[src/rtl/best_rational_approximation_defines.svh]
// Assertion macros for the best rational approximation block.
`ifndef BEST_RATIONAL_APPROXIMATION_DEFINES_SVH
`define BEST_RATIONAL_APPROXIMATION_DEFINES_SVH

// The consequent must hold in the same cycle as the antecedent.
`define BRA_ASSERT_SAME(lbl, ante, cons) \
    lbl: assert property (@(posedge i_clk) disable iff (!i_rst_n) (ante) |-> (cons)) \
        else $error("best_rational_approximation: same-cycle check failed");

// The consequent must hold in the cycle after the antecedent.
`define BRA_ASSERT_NEXT(lbl, ante, cons) \
    lbl: assert property (@(posedge i_clk) disable iff (!i_rst_n) (ante) |=> (cons)) \
        else $error("best_rational_approximation: next-cycle check failed");

`endif

[src/rtl/bra_pkg.sv]
// Shared constants and controller/datapath interface types.
package bra_pkg;

    localparam int FRAC_BITS_DEF  = 32;
    localparam int INT_BITS_DEF   = 16;
    localparam int DENOM_BITS_DEF = 16;
    localparam int NUM_W          = 32;
    localparam int LIMIT_RESET    = 200;

    typedef struct packed {
        logic load;       // start a new request from the input port
        logic advance;    // replace one Farey bound by the mediant
        logic pick_hit;   // exact hit on the mediant: select the result
        logic pick_end;   // search over: select the in-range bound
        logic mul;        // integer part times denominator
        logic load_out;   // fill the output register
    } t_cmd;

    typedef struct packed {
        logic in_range;   // both bound denominators within the limit
        logic hit;        // mediant equals the value exactly
    } t_status;

endpackage

[src/rtl/bra_datapath.sv]
// Datapath: limit register, Farey bounds with running error terms, result assembly.
module bra_datapath #(
    parameter int FRAC_BITS  = bra_pkg::FRAC_BITS_DEF,
    parameter int INT_BITS   = bra_pkg::INT_BITS_DEF,
    parameter int DENOM_BITS = bra_pkg::DENOM_BITS_DEF
) (
    input  logic                         i_clk,
    input  logic                         i_rst_n,
    input  logic                         i_cfg_wr_en,
    input  logic [DENOM_BITS-1:0]        i_cfg_wr_data,
    input  logic [INT_BITS+FRAC_BITS-1:0] i_value_fixed,
    input  bra_pkg::t_cmd                i_cmd,
    output bra_pkg::t_status             o_status,
    output logic [bra_pkg::NUM_W-1:0]    o_numerator,
    output logic [DENOM_BITS-1:0]        o_denominator
);
    import bra_pkg::*;

    localparam int BW = DENOM_BITS + 1;
    localparam int EW = FRAC_BITS + DENOM_BITS + 3;
    localparam int PW = INT_BITS + DENOM_BITS;
    localparam int SW = NUM_W + 1;
    localparam logic [EW-1:0] ONE_F =
        {{(EW-FRAC_BITS-1){1'b0}}, 1'b1, {FRAC_BITS{1'b0}}};

    logic [DENOM_BITS-1:0] r_max_den;
    logic [INT_BITS-1:0]   r_ip;
    logic [BW-1:0]         r_a, r_b, r_c, r_d;
    // Error terms f*den - (num << FRAC_BITS) of each bound, two's complement.
    logic [EW-1:0]         r_e_ab, r_e_cd;
    logic [DENOM_BITS-1:0] r_rn, r_rd;
    logic [PW-1:0]         r_prod;
    logic [NUM_W-1:0]      r_num;
    logic [DENOM_BITS-1:0] r_den;

    logic [DENOM_BITS-1:0] w_lim;
    logic [BW-1:0]         w_lim_ext;
    logic [BW-1:0]         w_mn, w_md;
    logic [EW-1:0]         w_e_sum;
    logic [EW-1:0]         w_f_ext;
    logic [SW-1:0]         w_num_sum;

    always_ff @(posedge i_clk) begin
        if (!i_rst_n) begin
            r_max_den <= DENOM_BITS'(LIMIT_RESET);
        end else if (i_cfg_wr_en) begin
            r_max_den <= i_cfg_wr_data;
        end
    end

    // A limit of zero behaves as a limit of one.
    assign w_lim     = (r_max_den == '0) ? DENOM_BITS'(1) : r_max_den;
    assign w_lim_ext = {1'b0, w_lim};
    assign w_mn      = r_a + r_c;
    assign w_md      = r_b + r_d;
    // The error term of the mediant is the sum of those of its bounds.
    assign w_e_sum   = r_e_ab + r_e_cd;
    assign w_f_ext   = {{(EW-FRAC_BITS){1'b0}}, i_value_fixed[FRAC_BITS-1:0]};
    assign w_num_sum = {{(SW-PW){1'b0}}, r_prod} + {{(SW-DENOM_BITS){1'b0}}, r_rn};

    assign o_status.in_range = (r_b <= w_lim_ext) && (r_d <= w_lim_ext);
    assign o_status.hit      = (w_e_sum == '0);

    always_ff @(posedge i_clk) begin
        if (i_cmd.load) begin
            r_ip   <= i_value_fixed[INT_BITS+FRAC_BITS-1:FRAC_BITS];
            r_a    <= '0;
            r_b    <= BW'(1);
            r_c    <= BW'(1);
            r_d    <= BW'(1);
            r_e_ab <= w_f_ext;
            r_e_cd <= w_f_ext - ONE_F;
        end
        if (i_cmd.advance) begin
            if (!w_e_sum[EW-1]) begin
                r_a    <= w_mn;
                r_b    <= w_md;
                r_e_ab <= w_e_sum;
            end else begin
                r_c    <= w_mn;
                r_d    <= w_md;
                r_e_cd <= w_e_sum;
            end
        end
        if (i_cmd.pick_hit) begin
            priority if (w_md <= w_lim_ext) begin
                r_rn <= w_mn[DENOM_BITS-1:0];
                r_rd <= w_md[DENOM_BITS-1:0];
            end else if (r_d > r_b) begin
                r_rn <= r_c[DENOM_BITS-1:0];
                r_rd <= r_d[DENOM_BITS-1:0];
            end else begin
                r_rn <= r_a[DENOM_BITS-1:0];
                r_rd <= r_b[DENOM_BITS-1:0];
            end
        end
        if (i_cmd.pick_end) begin
            if (r_b > w_lim_ext) begin
                r_rn <= r_c[DENOM_BITS-1:0];
                r_rd <= r_d[DENOM_BITS-1:0];
            end else begin
                r_rn <= r_a[DENOM_BITS-1:0];
                r_rd <= r_b[DENOM_BITS-1:0];
            end
        end
        if (i_cmd.mul) begin
            r_prod <= {{DENOM_BITS{1'b0}}, r_ip} * {{INT_BITS{1'b0}}, r_rd};
        end
        if (i_cmd.load_out) begin
            r_num <= w_num_sum[NUM_W-1:0];
            r_den <= r_rd;
        end
    end

    assign o_numerator   = r_num;
    assign o_denominator = r_den;

endmodule

[src/rtl/bra_controller.sv]
// Controller: sequences the mediant search, the multiply and the output hand-off.
module bra_controller (
    input  logic             i_clk,
    input  logic             i_rst_n,
    input  logic             i_valid,
    output logic             o_stall,
    output logic             o_valid,
    input  logic             i_stall,
    input  bra_pkg::t_status i_status,
    output bra_pkg::t_cmd    o_cmd
);
    import bra_pkg::*;

    typedef enum logic [3:0] {
        S_IDLE = 4'b0001,
        S_STEP = 4'b0010,
        S_MUL  = 4'b0100,
        S_SUM  = 4'b1000
    } t_state;

    t_state r_state, n_state;
    logic   r_out_valid, n_out_valid;

    always_comb begin
        n_state = r_state;
        o_cmd   = '0;
        unique case (r_state)
            S_IDLE: begin
                if (i_valid) begin
                    o_cmd.load = 1'b1;
                    n_state    = S_STEP;
                end
            end
            S_STEP: begin
                priority if (!i_status.in_range) begin
                    o_cmd.pick_end = 1'b1;
                    n_state        = S_MUL;
                end else if (i_status.hit) begin
                    o_cmd.pick_hit = 1'b1;
                    n_state        = S_MUL;
                end else begin
                    o_cmd.advance = 1'b1;
                end
            end
            S_MUL: begin
                o_cmd.mul = 1'b1;
                n_state   = S_SUM;
            end
            S_SUM: begin
                // The output register is refilled only once the old result has gone.
                if (!r_out_valid || !i_stall) begin
                    o_cmd.load_out = 1'b1;
                    n_state        = S_IDLE;
                end
            end
            default: begin
                n_state = S_IDLE;
            end
        endcase
    end

    assign n_out_valid = o_cmd.load_out | (r_out_valid & i_stall);

    always_ff @(posedge i_clk) begin
        if (!i_rst_n) begin
            r_state     <= S_IDLE;
            r_out_valid <= 1'b0;
        end else begin
            r_state     <= n_state;
            r_out_valid <= n_out_valid;
        end
    end

    assign o_stall = (r_state != S_IDLE);
    assign o_valid = r_out_valid;

endmodule

[src/rtl/best_rational_approximation.sv]
// Top level of the best rational approximation block.
// Takes an unsigned fixed-point value and returns the fraction numerator/denominator
// found by a Farey mediant search over its fractional part, with the denominator
// bounded by max_denominator (written through i_cfg_wr_en/i_cfg_wr_data, reset 200,
// zero behaves as one); the integer part is folded into the numerator. One request
// is processed at a time: it is accepted, then the mediant loop handles one mediant
// per cycle with one add and compare of the error terms until the search closes;
// then the integer part times the denominator is formed and the output register
// is filled once any earlier result held there has been taken.
// The output register lets a new request be accepted while a result waits.
`include "best_rational_approximation_defines.svh"

module best_rational_approximation #(
    parameter int FRAC_BITS  = bra_pkg::FRAC_BITS_DEF,
    parameter int INT_BITS   = bra_pkg::INT_BITS_DEF,
    parameter int DENOM_BITS = bra_pkg::DENOM_BITS_DEF
) (
    input  logic                          i_clk,
    input  logic                          i_rst_n,
    input  logic                          i_cfg_wr_en,
    input  logic [DENOM_BITS-1:0]         i_cfg_wr_data,
    input  logic                          i_valid,
    output logic                          o_stall,
    input  logic [INT_BITS+FRAC_BITS-1:0] i_value_fixed,
    output logic                          o_valid,
    input  logic                          i_stall,
    output logic [bra_pkg::NUM_W-1:0]     o_numerator,
    output logic [DENOM_BITS-1:0]         o_denominator
);
    import bra_pkg::*;

    t_cmd    w_cmd;
    t_status w_status;

    bra_controller u_ctrl (
        .i_clk    (i_clk),
        .i_rst_n  (i_rst_n),
        .i_valid  (i_valid),
        .o_stall  (o_stall),
        .o_valid  (o_valid),
        .i_stall  (i_stall),
        .i_status (w_status),
        .o_cmd    (w_cmd)
    );

    bra_datapath #(
        .FRAC_BITS  (FRAC_BITS),
        .INT_BITS   (INT_BITS),
        .DENOM_BITS (DENOM_BITS)
    ) u_dp (
        .i_clk         (i_clk),
        .i_rst_n       (i_rst_n),
        .i_cfg_wr_en   (i_cfg_wr_en),
        .i_cfg_wr_data (i_cfg_wr_data),
        .i_value_fixed (i_value_fixed),
        .i_cmd         (w_cmd),
        .o_status      (w_status),
        .o_numerator   (o_numerator),
        .o_denominator (o_denominator)
    );

    // A delivered result never has a zero denominator.
    `BRA_ASSERT_SAME(a_den_nonzero, o_valid, o_denominator != '0)
    // An accepted request keeps the block busy in the following cycle.
    `BRA_ASSERT_NEXT(a_busy_after_accept, i_valid && !o_stall, o_stall)
    // The output register is never overwritten while a result is held.
    `BRA_ASSERT_SAME(a_no_overwrite, w_cmd.load_out, !o_valid || !i_stall)

endmodule
[config.mk]
export PLATFORM = sky130hd
export DESIGN_NAME = best_rational_approximation
export DESIGN_NICKNAME = d
export VERILOG_FILES = /design/src/rtl/bra_pkg.sv /design/src/rtl/bra_datapath.sv /design/src/rtl/bra_controller.sv /design/src/rtl/best_rational_approximation.sv
export VERILOG_INCLUDE_DIRS = /design/src /design/src/rtl
export SDC_FILE = /design/constraint.sdc
export NUM_CORES = 1
export LEC_CHECK = 0
export BUFFER_PORTS_ARGS = -buffer_cell sky130_fd_sc_hd__buf_2
export CAP_MARGIN = 20
export CORE_ASPECT_RATIO = 1.4
export CORE_UTILIZATION = 50
export CTS_CLUSTER_DIAMETER = 50
export CTS_CLUSTER_SIZE = 25
export DETAILED_ROUTE_END_ITERATION = 7
export PLACE_DENSITY = 0.67
export SLEW_MARGIN = 5
export SYNTH_ARGS = -nofsm -noshare
export SYNTH_HDL_FRONTEND = slang
export SYNTH_SLANG_ARGS = --single-unit
[constraint.sdc]
create_clock -name i_clk -period 9.1 [get_ports i_clk]
set_input_delay 0.91 -clock i_clk [delete_from_list [all_inputs] [get_ports i_clk]]
set_output_delay 0.91 -clock i_clk [all_outputs]
set_load 0.03 [all_outputs]
**Yosys cells after proc, flatten, opt, wreduce, memory -nomap -nowiden**

Index checks and enable logic that the tools add are counted.

- Output and inout port bits: 50
- Bits in registers: 319
- Word-level logic and storage cells: 88
- Input port bits: 69

- Order comparisons: 5
- Reductions and logical operators: 8
- Mux-type cells: 44
- Add/sub/neg operators: 5
- Bitwise logic cells: 2
- $mul: 1
- Eq/ne operators: 8

Operators by type and width:

| kind | number |
|---|---|
| $mux W51 | 6 |
| $mux W17 | 12 |
| $mux W16 | 11 |
| $add A51 B51 Y51 | 1 |
| $le A17 B16 Y1 | 3 |
| $logic_not A51 Y1 | 1 |
| $add A17 B17 Y17 | 2 |
| $sub A32 B33 Y34 const B | 1 |
| $add A32 B16 Y32 | 1 |
| $mul A16 B16 Y32 | 1 |
| $gt A17 B16 Y1 | 1 |
| $gt A17 B17 Y1 | 1 |
| $logic_not A16 Y1 | 1 |
| $mux W4 | 4 |
| $pmux W4 S4 | 1 |
| $mux W1 | 8 |
| $eq A4 B1 Y1 const B | 1 |
| $eq A4 B2 Y1 const B | 1 |
| $eq A4 B3 Y1 const B | 1 |
| $eq A4 B4 Y1 const B | 1 |
| $ne A4 B1 Y1 const B | 1 |
| $mux W3 | 1 |
| $ne A3 B3 Y1 const B | 1 |
| $reduce_and A3 Y1 | 1 |
| other kinds (9) | 10 |

**Depth between registers and ports, before layout**

Gate-level depths: netlist of run 1.

- Depth in word-level cells: 8
- Depth in mapped cells: 25
- Gate-level depth less buffers: 24

**Hierarchy**

From an unflattened synthesis of run 1, not the netlist that was laid out.

- Cells, all modules: 3033
- Area total of the unflattened synthesis: 27756.6 um2

Modules (own cells, without submodules):

| module | area each (um2) | times used | seq. area each (um2) | cells an instance |
|---|---|---|---|---|
| bra_datapath | 27492.6 | 1 | 7527.2 | 3002 |
| bra_controller | 264.0 | 1 | 100.1 | 31 |

**Worst setup path after synthesis of run 1**

No wires, ideal clock.

- Path type: register -> register
- Start point: register u_dp.r_rd[1]
- End point: register u_dp.r_prod[31], data pin
- Data arrival time: 6.228 ns
- Setup slack: 2.612 ns
- Period minus slack after synthesis: 6.488 ns
- Stages on the path, launching flop included: 23
- Cells stage by stage: edfxtp_1 clkbuf_1 nand2_1 fa_1 fa_1 fa_1 fa_1 inv_1 fa_1 inv_1 fa_1 inv_1 ha_1 a21o_1 a21o_1 a21oi_1 o21ai_0 o41ai_1 a21oi_1 a221oi_1 o2111ai_1 a21oi_1 xnor2_1

- Cells in the longest elaborated chain, start to end: 1

RTL lines:

| element | RTL line | RTL |
|---|---|---|
| start, declared | bra_datapath.sv:31 | `logic [DENOM_BITS-1:0] r_rn, r_rd;` |
| start signal, assigned | bra_datapath.sv:88 | `r_rd <= w_md[DENOM_BITS-1:0];` |
| start signal, assigned | bra_datapath.sv:91 | `r_rd <= r_d[DENOM_BITS-1:0];` |
| start signal, assigned | bra_datapath.sv:94 | `r_rd <= r_b[DENOM_BITS-1:0];` |
| $mul A16 B16 Y32 | bra_datapath.sv:107 | `r_prod <= {{DENOM_BITS{1'b0}}, r_ip} * {{INT_BITS{1'b0}}, r_rd};` |
| end signal, assigned | bra_datapath.sv:107 |  |
| end, declared | bra_datapath.sv:32 | `logic [PW-1:0] r_prod;` |

No other way between the ends.
A chain may end at the register's enable or synchronous reset.

**Final worst setup path of run 1**

- Start point: register u_dp.r_ip[7]
- End point: register u_dp.r_prod[31], data pin

- Cells in the longest elaborated chain, start to end: 1

RTL lines:

| element | RTL line | RTL |
|---|---|---|
| start, declared | bra_datapath.sv:27 | `logic [INT_BITS-1:0] r_ip;` |
| start signal, assigned | bra_datapath.sv:66 | `r_ip <= i_value_fixed[INT_BITS+FRAC_BITS-1:FRAC_BITS];` |
| $mul A16 B16 Y32 | bra_datapath.sv:107 |  |

No other way between the ends.

==> metrics.md, run 1 <==
| Metric | Value |
|---|---|
| First-pass GRT wire length | 121000 um |
| Worst Clk Skew | 0.0382 ns |
| Post-DP HPWL | 58500 um |
| Gr usage total | 26.2% |
| Area growth syn-to-layout | 8.40% |
| Dpl cells | 3886 |
| Flops & latches, synth | 317 |
| Max clock buf depth | 3 |
| Yosys warns | 0 |
| Crit path capture type | flip-flop |
| DRC | 0 |
| Share of flip-flops with an asynchronous set or reset | 0% |
| Worst-Margin Slew | 1.07 ns |
| Initial antenna violation count | 1 |
| Setup bufs post-CTS | 0 |
| Vias in the first global route | 23500 |
| Crit path max-delay family | adder cells |
| Core ar. | 56300 um^2 |
| Crit path DAT | 7.69 ns |
| Worst path max stage delay | 0.65 ns |
| # port buffers | 118 |
| Largest net degree at the start of global routing | 103 |
| Post-CTS sizing | 0 |
| Max frequency | 136 MHz |
| Most frequent cells in the layout | nand2_1, inv_1, ha_1, fa_1, dfxtp_1 |
| Final wirelength | 75300 um |
| Drt initial violations | 1328 |
| Worst skew pair latency | 0.59 ns |
| Place WS | 1.77 ns |
| Die Y | 284 um |
| GR Util met3 | 2.92% |
| Crit-path slowest cell | edfxtp_1 |
| Worst min path class | reg2reg |
| Net Count, Synth | 3684 |
| Die X | 204 um |
| Clock transition at the registers of the reported paths | 0.07 ns |
| Number of flops mapped to enable cells by yosys | 128 |
| Synth Flop Type | dfxtp_1 |
| Pleak | 14.6 nW |
| Std-Cell Rows | 103 |
| Worst VDD drop | 0.213 mV |
| CP startpoint kind | flip-flop |
| Starting Density | 50.5% |
| Cts hold-fix bufs | 0 |
| Slew Viols, Final | 0 |
| Period utilization | 81.1% |
| Maxcap violations | 0 |
| Synth top area cells | fa_1, edfxtp_1, dfxtp_1, ha_1, mux2i_1 |
| H-tree levels | 2 |
| Share of Yosys cell area claimed by the top area cell type | 13.9% |
| Run status | complete, no violations |
| Num CTS Buffers | 35 |
| Crit path required time | 9.41 ns |
| Vias post-DR | 22900 |
| Most used routing layer | met2 |
| Crit-path max FO | 16 |
| Clock root buffer | clkbuf_16 |
| Mapped Area | 28500 um^2 |
| Crit path top cell by count | fa_1 |
| # diodes | 0 |
| Slew margin rel. | 27.4% |
| Setup Crit Path Kind | reg2reg |
| Unrepaired setup endpoints after global routing | false |
| PnR worst setup slack | 1.72 ns |
| Clock sinks | 317 |
| Hold Fails Final Rpt | 0 |
| Final nets | 3722 |
| Power per cell area | 302 nW/um^2 |
| Vias per Instance | 5.80 |
| Final setup vio count | 0 |
| Most common cell after layout, fill and taps aside | nand2_1 |
| Final Non-Filler Cells | 3951 |
| GPL Wtd Cong | 0.940 |
| Post-synth top area cell | fa_1 |
| TritonCTS clock tree | done |
| Period minus WS final | 7.38 ns |
| Post-Route Setup TNS | 0 ns |
| Share of layout cells above drive strength 1 | 7.65% |
| Grt ovf | 0 |
| Worst path cell trace | and2_1 > fa_1 > inv_1 > fa_1 > fa_1 > fa_1 > inv_1 > fa_1 > inv_1 > fa_1 > inv_1 > ha_1 > a21o_1 > a21o_1 > a21oi_1 > o21ai_0 > o41ai_1 > a21oi_1 > a221oi_1 > o2111ai_1 > a21oi_1 > xnor2_1 |
| Met1 usage | 30.7% |
| M2 GR Usage | 47.8% |
| Distinct cells, synth | 89 |
| IO Count | 119 |
| Average routed wire per standard cell | 19.1 um |
| WP buf/inv | 4 |
| Syn_area_per_cell | 9.03 um^2 |
| Final ANT Viol Nets | 0 |
| Area of the die | 57900 um^2 |
| Part of the Yosys area used for sequential elements | 26.8% |
| Post-Syn Instances | 3151 |
| Pre-antenna DRT Iters | 7 |
routing by layer:
layer  routed length (um)  vias to the layer above
met5                    7                        -
met4                 2960                        2
met3                 2890                      182
met2                38700                      626
met1                30800                    11100
li1                     -                    11000
cell type report:
class                   count  area (um^2)
clock buffers              38          930
multi-input cells        2372        19100
repair buffers            139          748
flip-flops and latches    317         7630
clock inverters            26          339
fillers                  5019        25500
well taps                 735          920
inverters                 324         1220
per-stage QoR:
stage	area [um^2]	total power, mW	util, %	hold slack, ns
floorplan	28500	6.30	-	0.441
global placement	29600	7.54	52.5	0.451
detailed placement	29600	7.69	52.5	0.462
CTS	30800	9.30	54.8	0.472
global route	30800	10.1	54.8	0.487
finish	30800	9.31	54.8	0.474
Yosys cell counts (5+ instances only):
cell type	n
nand2_1	376
inv_1	323
ha_1	266
fa_1	198
dfxtp_1	189
o21ai_0	180
mux2i_1	169
a21oi_1	162
edfxtp_1	128
nor2_1	127
and2_1	126
clkbuf_1	113
xnor2_1	78
nand3_1	72
a21o_1	54
nor3_1	50
xor2_1	48
o211ai_1	47
and3_1	40
nand4_1	37
nor2b_1	28
nand2b_1	24
o21a_1	24
a211oi_1	21
or3_1	20
a31oi_1	18
nor4_1	17
o21ai_1	14
a21boi_0	13
o21bai_1	13
buf_2	12
and4_1	11
or2_2	9
o31ai_1	8
mux2_1	7
o2111ai_1	7
a211o_1	6
buf_8	6
nor4b_1	5
o211a_1	5
registers in the layout (all words and copies together) (netlist names), 4 cells and up:
name,flops
u_dp.o_numerator,32
u_dp.r_ip,16
u_dp.r_e_cd,51
u_dp.r_b,17
u_dp.r_rd,16
u_dp.r_a,16
u_dp.o_denominator,16
u_dp.r_e_ab,51
u_ctrl.r_state,4
u_dp.r_rn,16
u_dp.r_c,16
u_dp.r_d,17
u_dp.r_prod,32
u_dp.r_max_den,16
cell families after synthesis:
group / count (synthesis) / synth area share (%)
AOI/OAI and AO/OA: 639 / 14.3
xor gates and xnor gates: 126 / 3.88
adders and majority gates: 464 / 25.6
buffers and inverters: 462 / 6.44
DFF: 317 / 26.8
muxes: 180 / 6.38
and+or+nand+nor: 963 / 16.6
tightest hold or removal path, cell delays in order, from the launching register on:
cell     delay, ns
dfxtp_1       0.31
nand2_1       0.06
mux2i_1       0.06
worst paths after layout:
check,from,endpoint,slack (ns),depth (start not counted)
max,u_dp.r_ip[7],u_dp.r_prod[31],1.72,22
min reg2reg,u_dp.r_e_ab[33],u_dp.r_e_ab[33],0.47,2
max reg2reg,u_dp.r_ip[7],u_dp.r_prod[31],1.72,22
min,u_dp.r_e_ab[33],u_dp.r_e_ab[33],0.47,2
where the power goes:
group	leakage [nW]	internal, mW	switching (mW)
clock network	0.620	0.850	0.725
registers	2.72	1.78	0.116
logic	11.2	2.28	3.56
total	14.6	4.91	4.40
No activity file was read; power rests on OpenSTA's default activity.
==> run 2, diff against run 1 <==
PLACE_DENSITY = 0.69   (was 0.67)
clock period = 6.6 ns   (was 9.1 ns; I/O delays follow)
==> run 2 against run 1 <==
Effect of this change:
- clock power rose by 36%
- largest cell class unchanged
- setup slack got worse by 1.5 ns
- combinational power rose by 45%
- final cell count rose by 1.3%
- sequential share of layout area fell by 0.40 points
- worst hold slack got worse by 0.23 ns
- design area rose by 1.6%
- die area did not move
- flip-flop and latch count did not move
- largest power group unchanged
- wire length rose by 0.25%
- maximum frequency rose by 16%
==> metrics.md, run 2 (same netlist as run 1, synthesis figures left out) <==
| Metric | Value |
|---|---|
| Vias post-DR | 23200 (+1.5%) |
| Power per cell area | 421 nW/um^2 (+40%) |
| Worst skew pair latency | 0.58 ns (about the same) |
| GPL Wtd Cong | 0.931 (-1.0%) |
| Clock transition at the registers of the reported paths | 0.09 ns (+0.02 ns) |
| Average routed wire per standard cell | 18.9 um (-1.0%) |
| Gr usage total | 26.0% (-0.19 points) |
| Std-Cell Rows | 103 (unchanged) |
| Crit path DAT | 6.69 ns (-1.00 ns) |
| Dpl cells | 3931 (+1.2%) |
| # port buffers | 118 (unchanged) |
| Post-DP HPWL | 59300 um (+1.4%) |
| Vias per Instance | 5.81 (+0.21%) |
| Core ar. | 56300 um^2 (unchanged) |
| Worst-Margin Slew | 1.05 ns (-0.0235 ns) |
| Slew margin rel. | 29.4% (+2.0 points) |
| Die X | 204 um (unchanged) |
| Crit path max-delay family | adder cells |
| Share of layout cells above drive strength 1 | 9.55% (+1.9 points) |
| Clock root buffer | clkbuf_16 |
| Most common cell after layout, fill and taps aside | nand2_1 |
| Most frequent cells in the layout | nand2_1, inv_1, ha_1, fa_1, dfxtp_1 |
| Final nets | 3773 (+1.4%) |
| Maxcap violations | 0 (unchanged) |
| Period utilization | 96.7% (+16 points) |
| Crit path top cell by count | fa_1 |
| CP startpoint kind | flip-flop |
| Top Registers | u_dp.r_e_ab (51), u_dp.r_e_cd (51) |
| DRC | 0 (unchanged) |
| TritonCTS clock tree | done |
| First-pass GRT wire length | 120000 um (-0.76%) |
| Die Y | 284 um (unchanged) |
| Clock sinks | 317 (unchanged) |
| Final setup vio count | 0 (unchanged) |
| Worst Clk Skew | 0.0385 ns (+0.000270 ns) |
| Max frequency | 157 MHz (+16%) |
| Initial antenna violation count | 2 (+1) |
| # diodes | 0 (unchanged) |
| Area growth syn-to-layout | 10.2% |
| Setup Crit Path Kind | reg2reg |
| Vias in the first global route | 23600 (+0.52%) |
| Largest net degree at the start of global routing | 94 (-8.7%) |
| Cts hold-fix bufs | 0 (unchanged) |
| Crit path required time | 6.91 ns (-2.50 ns) |
| Unrepaired setup endpoints after global routing | true |
| Worst min path class | in2reg |
| Drt initial violations | 1274 (-4.1%) |
| Num CTS Buffers | 35 (unchanged) |
| Hold Fails Final Rpt | 0 (unchanged) |
| Crit-path max FO | 7 (-9) |
| Period minus WS final | 6.38 ns (-0.998 ns) |
| Grt ovf | 0 (unchanged) |
| Max clock buf depth | 3 (unchanged) |
| Pre-antenna DRT Iters | 6 (-1) |
| Final Non-Filler Cells | 4002 (+1.3%) |
| Final wirelength | 75500 um (+0.25%) |
| Util after Layout | 55.7% (+0.89 points) |
| H-tree levels | 2 (unchanged) |
| Slew Viols, Final | 0 (unchanged) |
| Crit path capture type | flip-flop |
| Final ANT Viol Nets | 0 (unchanged) |
| WP buf/inv | 7 (+3) |
| Starting Density | 50.5% (unchanged) |
| Run status | complete, no violations |
| Worst path max stage delay | 0.53 ns (-0.12 ns) |
| Crit-path slowest cell | fa_1 |
| IO Count | 119 (unchanged) |
| Pleak | 14.8 nW (+1.9%) |
| Area of the die | 57900 um^2 (unchanged) |
| Worst VDD drop | 0.313 mV (+47%) |
[run 2: path summary, 6_finish.rpt]
kind / slack (ns) / cells after the start / end / from
max: 0.22 / 26 / u_dp.r_prod[30] / u_dp.r_rd[4]
min: 0.25 / 1 / u_dp.r_ip[3] / i_value_fixed[35]
max reg2reg: 0.22 / 26 / u_dp.r_prod[30] / u_dp.r_rd[4]
min reg2reg: 0.47 / 2 / u_dp.r_e_ab[49] / u_dp.r_e_ab[49]
[run 2: power by group]
group	switching (mW)	internal (mW)
Clock	0.971	1.17
Combinational	5.09	3.38
Sequential	0.148	2.45
Total	6.21	7.00
[run 2: worst register-to-register path, cell delays in order, from the launching register on]
cell	delay, ns
edfxtp_1	0.49
buf_6	0.18
and2_1	0.16
fa_1	0.53
inv_1	0.05
fa_1	0.46
fa_1	0.50
inv_1	0.06
fa_1	0.47
fa_1	0.51
inv_1	0.06
fa_1	0.47
inv_1	0.07
ha_4	0.30
nand2_1	0.05
nor3_1	0.13
o211ai_1	0.15
a311oi_2	0.33
buf_4	0.17
a41oi_1	0.12
buf_4	0.18
a211oi_2	0.17
a21oi_1	0.08
a21oi_1	0.15
o21a_1	0.12
nor2_1	0.05
xnor2_1	0.12
[run 2: stage by stage]
| step | TNS (ns) | hold slack (ns) | area, um^2 | setup slack, ns | total power [mW] |
|---|---|---|---|---|---|
| floorplan | 0 | 0.441 | 28500 | 0.112 | 8.69 |
| global placement | 0 | 0.451 | 29900 | 0.0845 | 10.5 |
| detailed placement | -0.0206 | 0.461 | 29900 | -0.0206 | 10.7 |
| CTS | 0 | 0.218 | 31200 | 0.0285 | 12.9 |
| global route | -0.0581 | 0.229 | 31300 | -0.0581 | 14.3 |
| finish | 0 | 0.248 | 31300 | 0.219 | 13.2 |
[run 2: layout make-up]
| cell class | count | area, um^2 |
|---|---|---|
| Inverter | 324 | 1220 |
| Sequential cell | 317 | 7630 |
| Multi-Input combinational cell | 2372 | 19200 |
| Timing Repair Buffer | 190 | 1160 |
| Tap cell | 735 | 920 |
| Clock buffer | 42 | 983 |
| Clock inverter | 22 | 284 |
| Fill cell | 5064 | 25000 |
[run 2: metal layers]
metal / up-vias / share of wire, % / track usage [%]
met2: 602 / 52 / 48.4
li1: 11100 / - / -
met4: 0 / 3.5 / 9.81
met3: 170 / 4.0 / 2.67
met1: 11400 / 40 / 30.1
met5: - / 0 / 0
[run 2: repair_timing]
| item | 4_1_cts | 5_1_grt |
|---|---|---|
| buffers inserted | 1 | 6 |
| gates resized for setup | 1 | 20 |
| pin swaps | 0 | 15 |
| endpoints found under the setup margin | 2 | 7 |
==> run 3, diff against run 2 <==
CORE_MARGIN = 2   (was default)
RECOVER_POWER = 25   (was default)
SETUP_SLACK_MARGIN = 0.1   (was default)
==> run 3 against run 2 <==
Effect of this change:
- the flow now finishes with violations (capacitance limit, slew limit)
- power up 0.34%
- via count about the same
- maximum frequency down 0.35%
- utilization down 0.13 points
- clock skew down 0.0075 ns
- final cell count up 0.22%
- clock power down 4%
==> metrics.md, run 3 (same netlist as run 1, synthesis figures left out) <==
| Metric | Value |
|---|---|
| Run status | complete, but fails checks |
| Failing checks | capacitance limit, slew limit |
| Area growth syn-to-layout | 9.92% |
| Top Registers | u_dp.r_e_ab (51), u_dp.r_e_cd (51) |
| Place WS | -0.0307 ns (-0.0101 ns) |
| Num CTS Buffers | 34 (-2.9%) |
| Cell Int Power | 6.98 mW (-0.18%) |
| Core ar. | 56300 um^2 (unchanged) |
| Worst path cell trace | buf_4 > nand2_1 > fa_1 > fa_1 > fa_1 > inv_2 > fa_1 > fa_1 > inv_2 > fa_1 > inv_2 > ha_4 > nand2_2 > nor3_2 > o211ai_1 > a311oi_2 > buf_4 > a41oi_4 > a211oi_2 > a21oi_2 > a21oi_1 > o21a_1 > nor2_2 > xnor2_1 |
| Clock root buffer | clkbuf_16 |
| Vias per Instance | 5.79 (-0.31%) |
| Die X | 206 um (+0.98%) |
| Slew margin rel. | -24.2% (-54 points) |
| Clock transition at the registers of the reported paths | 0.07 ns (-0.02 ns) |
| Largest net degree at the start of global routing | 85 (-9.6%) |
| Final wirelength | 76400 um (+1.2%) |
| Period minus WS final | 6.40 ns (+0.0221 ns) |
| Starting Density | 50.5% (unchanged) |
| Crit path top cell by count | fa_1 |
| Vias post-DR | 23200 (-0.086%) |
| Setup Crit Path Kind | reg2reg |
| Drt initial violations | 1244 (-2.4%) |
| Comb power frac | 64.9% (+0.8 points) |
| Clock sinks | 317 (unchanged) |
| PnR worst setup slack | 0.197 ns (-0.0221 ns) |
| Pleak | 14.7 nW (-1.2%) |
| Final setup vio count | 0 (unchanged) |
| Initial antenna violation count | 5 (+3) |
| Crit-path max FO | 9 (+2) |
| Std-Cell Rows | 103 (unchanged) |
| Gr usage total | 25.9% (-0.045 points) |
| Share of layout cells above drive strength 1 | 8.46% (-1.1 points) |
| Vias in the first global route | 23900 (+1.1%) |
| GPL Wtd Cong | 0.973 (+4.6%) |
| TritonCTS clock tree | done |
| DRC | 0 (unchanged) |
| Max clock buf depth | 3 (unchanged) |
| Clock share of power | 15.5% (-0.7 points) |
| Worst-Margin Slew | 1.86 ns (+0.812 ns) |
| Worst VDD drop | 0.299 mV (-4.5%) |
| Fill cell count | 5040 (-0.47%) |
| Die Y | 286 um (+0.70%) |
| CP startpoint kind | flip-flop |
| H-tree levels | 2 (unchanged) |
| Power per cell area | 424 nW/um^2 (+0.57%) |
| Pre-antenna DRT Iters | 6 (unchanged) |
| Post-DP HPWL | 59400 um (+0.22%) |
| Final ANT Viol Nets | 0 (unchanged) |
| Worst min path class | in2reg |
| IO Count | 119 (unchanged) |
| Crit path DAT | 6.71 ns (+0.02 ns) |
| Hold_ws | 0.287 ns (+0.0388 ns) |
| Worst skew pair latency | 0.57 ns (about the same) |
| # port buffers | 118 (unchanged) |
| Crit-path slowest cell | edfxtp_1 |
| Maxcap violations | 1 (+1) |
| Cts hold-fix bufs | 0 (unchanged) |
| Sw frac | 47.3% (+0.28 points) |
| Worst Clk Skew | 0.0310 ns (-0.00746 ns) |
| Average routed wire per standard cell | 19.1 um (+1.0%) |
| Hold Fails Final Rpt | 0 (unchanged) |
| Worst path max stage delay | 0.54 ns (about the same) |
| First-pass GRT wire length | 122000 um (+1.4%) |
| Power share of the sequential group | 19.6% (about the same) |
| Grt ovf | 0 (unchanged) |
| Period utilization | 97.0% (+0.34 points) |
| Most frequent cells in the layout | nand2_1, inv_1, ha_1, fa_1, dfxtp_1 |
| Util after Layout | 55.5% (-0.13 points) |
| Crit path required time | 6.91 ns (about the same) |
| Max frequency | 156 MHz (-0.35%) |
| Crit path capture type | flip-flop |
| Final nets | 3785 (+0.32%) |
| Slew Viols, Final | 33 (+33) |
| Area of the die | 58900 um^2 (+1.7%) |
| NetSw | 6.27 mW (+0.93%) |
| Unrepaired setup endpoints after global routing | true |
| Most common cell after layout, fill and taps aside | nand2_1 |
## run 3: final timing paths
kind | to | from | slack, ns | depth (start not counted)
worst max-delay path | u_dp.r_prod[30] | u_dp.r_rd[3] | 0.20 | 24
worst min-delay path | u_dp.r_ip[10] | i_value_fixed[42] | 0.29 | 1
worst max register to register | u_dp.r_prod[30] | u_dp.r_rd[3] | 0.20 | 24
worst min register to register | u_dp.r_e_ab[39] | u_dp.r_e_ab[39] | 0.47 | 2
## run 3: layer usage
layer / share of wire (%) / up-vias / GRT usage (%)
li1: - / 11100 / -
met1: 40 / 11400 / 29.8
met2: 52 / 580 / 48.0
met3: 4.0 / 180 / 3.21
met4: 4.1 / 6 / 10.6
met5: 0.047 / - / 0
## run 3: layout make-up
type                            instances  area (um^2)  share of cell area, %
Antenna cell                            1         2.50                0.00800
Clock buffer                           37          872                   2.79
Multi-Input combinational cell       2372        19200                   61.3
Sequential cell                       317         7630                   24.4
Timing Repair Buffer                  203         1160                   3.70
Inverter                              324         1220                   3.89
Tap cell                              735          920                   2.94
Clock inverter                         22          302                  0.964
## run 3: critical path, delay by kind of cell (launching register included)
kind / cells / cell delay [ns]
AOI/OAI and AO/OA: 7 / 1.31
xor gates and xnor gates: 1 / 0.12
adders and majority gates: 7 / 3.29
buffers and inverters: 5 / 0.55
DFF: 1 / 0.54
and+or+nand+nor: 4 / 0.34
## run 3: power by group through the flow
stage | Clock, mW | Sequential, mW | Combinational [mW]
4_1_cts | 2.09 | 2.60 | 8.16
5_1_grt | 2.16 | 2.62 | 9.50
2_1_floorplan | 0 | 2.59 | 6.10
3_5_place_dp | 0 | 2.64 | 8.04
6_report | 2.05 | 2.60 | 8.61
3_3_place_gp | 0 | 2.62 | 7.82
## run 3: metrics by stage
step | TNS, ns | instance area (um^2) | power (mW) | std cells
CTS | 0 | 31100 | 12.8 | 3993
detailed placement | -0.0309 | 29900 | 10.7 | 3931
finish | 0 | 31300 | 13.3 | 4011
global placement | 0 | 29900 | 10.4 | 3931
floorplan | 0 | 28500 | 8.69 | 3151
global route | -0.00747 | 31300 | 14.3 | 4011
## run 3: repair_timing
action                                 in CTS  in global routing
gates resized for setup                     3                 35
endpoints found under the hold margin       0                  0
cloned                                      0                  0
setup endpoints to repair                   6                  7
pin swaps                                   2                 27
buffers inserted                            3                 17
